## src/design/sbct_pkg.sv

```systemverilog
// Package for the swept box collision block: widths, register indexes,
// sequencer opcodes and the control store. No dependencies.
package sbct_pkg;

    localparam int COORD_BITS_DEF = 16;
    localparam int SIZE_W         = 10;
    localparam int CFG_IDX_W      = 4;
    localparam int PC_W           = 5;

    localparam logic [CFG_IDX_W-1:0] REG_MOVER_X       = 4'd0;
    localparam logic [CFG_IDX_W-1:0] REG_MOVER_Y       = 4'd1;
    localparam logic [CFG_IDX_W-1:0] REG_MOVER_Z       = 4'd2;
    localparam logic [CFG_IDX_W-1:0] REG_DEST_X        = 4'd3;
    localparam logic [CFG_IDX_W-1:0] REG_DEST_Y        = 4'd4;
    localparam logic [CFG_IDX_W-1:0] REG_DEST_Z        = 4'd5;
    localparam logic [CFG_IDX_W-1:0] REG_MOVER_SIZE_XY = 4'd6;
    localparam logic [CFG_IDX_W-1:0] REG_MOVER_SIZE_Z  = 4'd7;

    typedef enum logic [3:0] {
        OP_LOAD,
        OP_DIVM,
        OP_DIVX,
        OP_DIVY,
        OP_DIVZ,
        OP_WAIT,
        OP_SETN,
        OP_SETX,
        OP_SETY,
        OP_SETZ,
        OP_TESTPT,
        OP_STEP,
        OP_TESTDST,
        OP_DONE
    } op_t;

    typedef enum logic [2:0] {
        CND_NONE,
        CND_ALWAYS,
        CND_SHARED,
        CND_NLE1,
        CND_HIT,
        CND_MORE
    } cond_t;

    typedef struct packed {
        op_t              op;
        cond_t            cond;
        logic [PC_W-1:0]  target;
    } uword_t;

    localparam logic [PC_W-1:0] PC_LOAD = 5'd0;
    localparam logic [PC_W-1:0] PC_TEST = 5'd13;
    localparam logic [PC_W-1:0] PC_DEST = 5'd15;
    localparam logic [PC_W-1:0] PC_DONE = 5'd16;

    function automatic uword_t ucode(input logic [PC_W-1:0] pc);
        uword_t w;
        case (pc)
            5'd0:    w = '{OP_LOAD,    CND_SHARED, PC_DONE};
            5'd1:    w = '{OP_DIVM,    CND_NONE,   PC_LOAD};
            5'd2:    w = '{OP_WAIT,    CND_NONE,   PC_LOAD};
            5'd3:    w = '{OP_SETN,    CND_NLE1,   PC_DEST};
            5'd4:    w = '{OP_DIVX,    CND_NONE,   PC_LOAD};
            5'd5:    w = '{OP_WAIT,    CND_NONE,   PC_LOAD};
            5'd6:    w = '{OP_SETX,    CND_NONE,   PC_LOAD};
            5'd7:    w = '{OP_DIVY,    CND_NONE,   PC_LOAD};
            5'd8:    w = '{OP_WAIT,    CND_NONE,   PC_LOAD};
            5'd9:    w = '{OP_SETY,    CND_NONE,   PC_LOAD};
            5'd10:   w = '{OP_DIVZ,    CND_NONE,   PC_LOAD};
            5'd11:   w = '{OP_WAIT,    CND_NONE,   PC_LOAD};
            5'd12:   w = '{OP_SETZ,    CND_NONE,   PC_LOAD};
            5'd13:   w = '{OP_TESTPT,  CND_HIT,    PC_DONE};
            5'd14:   w = '{OP_STEP,    CND_MORE,   PC_TEST};
            5'd15:   w = '{OP_TESTDST, CND_NONE,   PC_LOAD};
            5'd16:   w = '{OP_DONE,    CND_ALWAYS, PC_LOAD};
            default: w = '{OP_DONE,    CND_ALWAYS, PC_LOAD};
        endcase
        return w;
    endfunction

endpackage

```

## src/design/sbct_div.sv

```systemverilog
// Restoring divider, one quotient bit per cycle.
// Depends on sbct_pkg for the default width.
module sbct_div #(
    parameter int W = sbct_pkg::COORD_BITS_DEF
) (
    input  logic         clk,
    input  logic         rst_n,
    input  logic         start,
    input  logic [W-1:0] num,
    input  logic [W-1:0] den,
    output logic         busy,
    output logic [W-1:0] quo,
    output logic [W-1:0] rem
);
    localparam int CW = $clog2(W + 1);
    localparam logic [CW-1:0] CNT_INIT = CW'(W);

    logic          busy_reg, busy_next;
    logic [CW-1:0] cnt_reg, cnt_next;
    logic [W-1:0]  quo_reg, rem_reg, den_reg;
    logic [W:0]    trial, diff;
    logic          ge;

    assign trial = {rem_reg, quo_reg[W-1]};
    assign diff  = trial - {1'b0, den_reg};
    assign ge    = trial >= {1'b0, den_reg};

    always_comb
    begin
        busy_next = busy_reg;
        cnt_next  = cnt_reg;
        if (start)
        begin
            busy_next = 1'b1;
            cnt_next  = CNT_INIT;
        end
        else if (busy_reg)
        begin
            cnt_next = cnt_reg - 1'b1;
            if (cnt_reg == CW'(1))
            begin
                busy_next = 1'b0;
            end
        end
    end

    always_ff @(posedge clk or negedge rst_n)
    begin
        if (!rst_n)
        begin
            busy_reg <= 1'b0;
            cnt_reg  <= '0;
        end
        else
        begin
            busy_reg <= busy_next;
            cnt_reg  <= cnt_next;
        end
    end

    always_ff @(posedge clk)
    begin
        if (start)
        begin
            quo_reg <= num;
            rem_reg <= '0;
            den_reg <= den;
        end
        else if (busy_reg)
        begin
            rem_reg <= ge ? diff[W-1:0] : trial[W-1:0];
            quo_reg <= {quo_reg[W-2:0], ge};
        end
    end

    assign busy = busy_reg;
    assign quo  = quo_reg;
    assign rem  = rem_reg;
endmodule

```

## config.mk

```make
export PLATFORM = sky130hd
export DESIGN_NAME = sbct_div
export DESIGN_NICKNAME = d
export VERILOG_FILES = /design/src/design/sbct_pkg.sv /design/src/design/sbct_div.sv
export SDC_FILE = /design/constraint.sdc
export NUM_CORES = 1
export LEC_CHECK = 0
export ABC_AREA = 1
export BUFFER_PORTS_ARGS = -buffer_cell sky130_fd_sc_hd__buf_4
export CAP_MARGIN = 20
export CORE_ASPECT_RATIO = 0.75
export CORE_MARGIN = 2
export CORE_UTILIZATION = 34
export DETAILED_ROUTE_END_ITERATION = 10
export GPL_ROUTABILITY_DRIVEN = 0
export SETUP_SLACK_MARGIN = 0.02
export SLEW_MARGIN = 10
export SYNTH_ARGS = -nofsm -noshare
export SYNTH_HDL_FRONTEND = slang
export SYNTH_SLANG_ARGS = --single-unit
```

## constraint.sdc

```tcl
create_clock -name clk -period 2.2 [get_ports clk]
set_clock_uncertainty 0.1 [all_clocks]
set_input_delay 0.44 -clock clk [delete_from_list [all_inputs] [get_ports clk]]
set_output_delay 0.44 -clock clk [all_outputs]
set_load 0.02 [all_outputs]
```

Word-level counts from Yosys, hierarchy flattened
Cells that the tools add are included.
{"block": "op_classes", "addsub": 2, "order_cmp": 1, "eq_ne": 1, "n_mux": 8, "reduce_logical": 1}
{"cell": "$mux 16", "n": 3}
{"cell": "$ge 17x16->1", "n": 1}
{"cell": "$sub 16x16->16", "n": 1}
{"cell": "$mux 5", "n": 2}
{"cell": "$eq 5x1->1 const B", "n": 1}
{"cell": "$sub 5x1->5 const B", "n": 1}
{"cell": "$mux 1", "n": 3}
{"cell": "$reduce_bool 2->1", "n": 1}
{"block": "word_totals", "ff_bits": 54, "word_cells": 18}

Depth between registers and ports, before layout
{"block": "logic_depth", "depth_word": 4, "ltp_mapped": 15}

Worst setup path after synthesis
No wires, ideal clock.
{"block": "synth_timing", "kind": "register to register", "from": "register quo_reg[15], in the netlist quo[15]", "to": "register rem_reg[12], in the netlist rem[12]", "setup_ps": 113, "arrival_ps": 1774, "setup_slack_ps": 213, "stages_incl_launch_ff": 12, "synth_period_minus_slack_ps": 1987, "path_cell_list": "edfxtp_1 -> inv_1 -> ha_1 -> fa_1 -> o21bai_1 -> nand2_1 -> nand3_1 -> nand2_1 -> nand2_1 -> nand2_1 -> nand3_1 -> nand2_1"}
{"block": "synth_via", "elab_chain_cells": 2, "word_cells_on_any_way": 3, "cone_classes": "add/sub (1); order compare (1); mux (1)"}
{"element": "start: declaration", "line": "sbct_div.sv:20", "rtl": "logic [W-1:0] quo_reg, rem_reg, den_reg;"}
{"element": "start signal: assignment", "line": "sbct_div.sv:65", "rtl": "quo_reg <= num;"}
{"element": "start signal: assignment", "line": "sbct_div.sv:72", "rtl": "quo_reg <= {quo_reg[W-2:0], ge};"}
{"element": "$sub 16x16->16 or $ge 17x16->1 (tied branches)", "line": "sbct_div.sv:25, sbct_div.sv:26"}
{"element": "$mux 16 *", "line": "sbct_div.sv:71", "rtl": "rem_reg <= ge ? diff[W-1:0] : trial[W-1:0];"}
{"element": "end signal: assignment", "line": "sbct_div.sv:71"}
{"element": "end: declaration", "line": "sbct_div.sv:20"}
Mark *: on every way between the ends. The rest lies on a longest branch, timed or not.
A chain may end at the register's enable or synchronous reset.

Worst setup path after layout
{"block": "layout_timing", "from": "register den_reg[2]", "to": "register rem_reg[8], in the netlist rem[8]"}
{"block": "layout_via", "elab_chain_cells": 2, "word_cells_on_any_way": 3, "cone_classes": "add/sub (1); order compare (1); mux (1)"}
{"element": "start: declaration", "line": "sbct_div.sv:20"}
{"element": "start signal: assignment", "line": "sbct_div.sv:67", "rtl": "den_reg <= den;"}
{"element": "$sub 16x16->16 or $ge 17x16->1 (tied branches)", "line": "sbct_div.sv:25, sbct_div.sv:26"}
{"element": "$mux 16 *", "line": "sbct_div.sv:71"}
Marks and branches as above.

==> summary.md <==
| Metric | Value |
|---|---|
| Number of flops mapped to enable cells by yosys | `32` |
| Type of the worst setup path | `flop to flop` |
| Final WL | `8740 um` |
| Syn Nets | `489` |
| Hold Crit Class | `primary input to flop` |
| ANT nets after route | `0` |
| N_diodes | `0` |
| Seq/Total Area, Yosys | `41.9%` |
| WP data required | `2300 ps` |
| Area leader, netlist | `edfxtp_1` |
| Critical Path Fanout Max | `8` |
| Initial Utilization | `35.2%` |
| Ys async rst share | `11.1%` |
| Synth Cell Area | `3410 um^2` |
| RSZ-0062 raised after global routing | `true` |
| Num ports | `68` |
| Library cells used by synthesis | `37` |
| Max cap viols | `0` |
| Die width | `120 um` |
| Fillers | `1013` |
| GR Util All Layers | `16.7%` |
| Hpwl dp | `6480 um` |
| Die ar. | `10900 um^2` |
| Worst-Margin Slew | `587 ps` |
| Ys flop type | `edfxtp_1` |
| Setup violators final | `0` |
| Pins over their slew limit | `0` |
| Crit Reg-Reg Startpoint | `den_reg[2]$_DFFE_PP_` |
| DR vias | `2926` |
| Critical Path Source Type | `flop` |
| Layout cells sized above 1 | `24.2%` |
| Rel. slew slack | `60.8%` |
| Leak pwr | `2.27 nW` |
| Top cell type's share of synthesized area | `28.1%` |
| Residual DRC | `0` |
| Critical-path cell list | `inv_1 > ha_2 > nand2_1 > nor3_1 > nand3_2 > nand2_2 > nor2_8 > buf_4 > nand2_8 > nand2_1 > nand3_1 > nand2_1` |
| Latest clock arrival within the worst-skew pair | `300 ps` |
| Slowest stage cell, crit path | `ha_2` |
| Fin crit period | `2050 ps` |
| Power Density | `1280 nW/um^2` |
| Setup TNS | `0 ps` |
| Crit share post-route | `93.3%` |
| Rows | `31` |
| Post-synth top cells | `nand2_1 (171), inv_1 (62), edfxtp_1 (32)` |
| WL/cell | `13.5 um` |
| TritonCTS clock tree | `built` |
| CP Launch Point | `den_reg[2]$_DFFE_PP_` |
| Status | `finished, final reports clean` |
| Layout area overhead | `26.2%` |
| Hold Crit Start | `den[9]` |
| Worst hold slack | `213 ps` |
| DIE HEIGHT | `90.8 um` |
| Multi-input logic area | `1700 um^2` |
| VDD IR max | `0.000387 V` |
| Synth Register Bits | `54` |
| Clock Pin Slew Worst Setup and Hold Paths | `70 ps` |
| H-tree levels | `2` |
| Sink Count | `54` |
| Nets@finish | `566` |
| Final global-route overflow total | `0` |
| Worst path max stage delay | `400 ps` |
| Largest net degree at the start of global routing | `25` |
| Arr. time, crit path | `2150 ps` |
| Vias per cell | `4.54` |
| Initial DRC count | `171` |
| Root buf cell | `clkbuf_16` |
| Element type at the critical path end | `flop` |
| First-pass GRT wire length | `14500 um` |
| Most frequent cell after synthesis | `nand2_1` |
| Max Fclk | `0.487 GHz` |
| Buf/Inv on CP | `2` |
| Synth Warn # | `0` |
| Synth area leaders | `edfxtp_1 (28%), nand2_1 (19%), dfxtp_1 (9.4%)` |
| Num CTS Buffers | `5` |
| Syn Area/Cell | `7.85 um^2` |
| CP dominant cell by count | `nand2_1` |
| Initial antenna violation count | `0` |
| # port buffers | `67` |
| Via count of the first global-routing pass | `2907` |
| Pre-antenna DRT Iters | `4` |
| Post-Syn Instances | `435` |
| Core ar. | `9700 um^2` |
| Register area | `1430 um^2` |
| Final Hold Violating Endpoints | `0` |
| Largest delay share family, worst path | `simple AND/OR/NAND/NOR gates` |
| Clk buf depth | `2` |
cell usage in the layout, fill, tap and decap left out, types with 3 or more instances in the layout:
master,n
a21oi_1,12
buf_4,77
clkbuf_16,5
dfrtp_1,6
dfxtp_1,15
edfxtp_1,32
ha_1,16
inv_1,62
inv_2,4
nand2_1,169
nand2_2,18
nand2_8,3
nand3_1,24
nand3b_1,18
nand4_1,3
nor2_1,10
nor3_1,5
o21ai_0,4
xnor2_1,5
metal layers:
metal	routed length, um	track usage [%]	up-vias
met5	0	0	-
met3	489	3.16	8
met4	97	3.82	0
li1	-	-	1536
met1	4500	24.9	1323
met2	3650	25.0	59
cell type report:
cell class                 count  area share (%)
tap                          132            3.83
timing repair buffer          79            13.9
clock inverter                 3           0.987
multi-input combinational    306            39.4
clock buffer                   5            2.90
sequential                    54            33.2
inverter                      66            5.75
final timing paths:
kind | slack, ps | cells after the start | end
worst max-delay path | 150 | 12 | rem[8]$_SDFFE_PP0P_
worst min-delay path | 210 | 1 | den_reg[9]$_DFFE_PP_
worst max register to register | 150 | 12 | rem[8]$_SDFFE_PP0P_
worst min register to register | 390 | 2 | rem[13]$_SDFFE_PP0P_
max in group asynchronous | 1500 | 2 | cnt_reg[4]$_DFFE_PN0P_
min in group asynchronous | 380 | 2 | cnt_reg[3]$_DFFE_PN0P_
power by group:
part           switching (mW)  total [mW]  internal (mW)
Clock                   0.379       0.917          0.538
Combinational            1.83        3.10           1.26
Sequential              0.197        1.51           1.31
Total                    2.41        5.53           3.12
per-stage QoR:
stage	worst slack, ps	power, mW	cells	util (%)	instance area, um^2
final	148	5.53	645	44.5	4310
after global routing	9.79	5.97	645	44.5	4310
after CTS	44.6	5.39	641	43.8	4250
after detailed placement	74.5	4.44	632	42.0	4070
after global placement	109	4.42	632	42.0	4070
after floorplan	213	3.66	435	-	3410
logic make-up (layout without fill, tap and decap cells):
logic type      count (synthesis)  in the layout  share of synthesized area [%]
flops                          54             54                           41.9
xor+xnor                        6              6                           1.54
compound gates                 22             22                           3.81
buf+inv                        76            153                           9.42
fa+ha+maj                      19             19                           7.18
simple gates                  258            259                           36.1
what timing repair did:
action,4_1_cts,5_1_grt
setup endpoints to repair,0,17
endpoints found under the hold margin,6,0
resized for setup,0,9
setup buffers,0,3
hold buffers,1,0
worst reg2reg max path, stage by stage (launching register included):
cell,delay [ps]
edfxtp_1,330
inv_1,50
ha_2,400
nand2_1,110
nor3_1,190
nand3_2,110
nand2_2,120
nor2_8,80
buf_4,160
nand2_8,110
nand2_1,80
nand3_1,70
nand2_1,50
No activity file was read; power rests on OpenSTA's default activity.
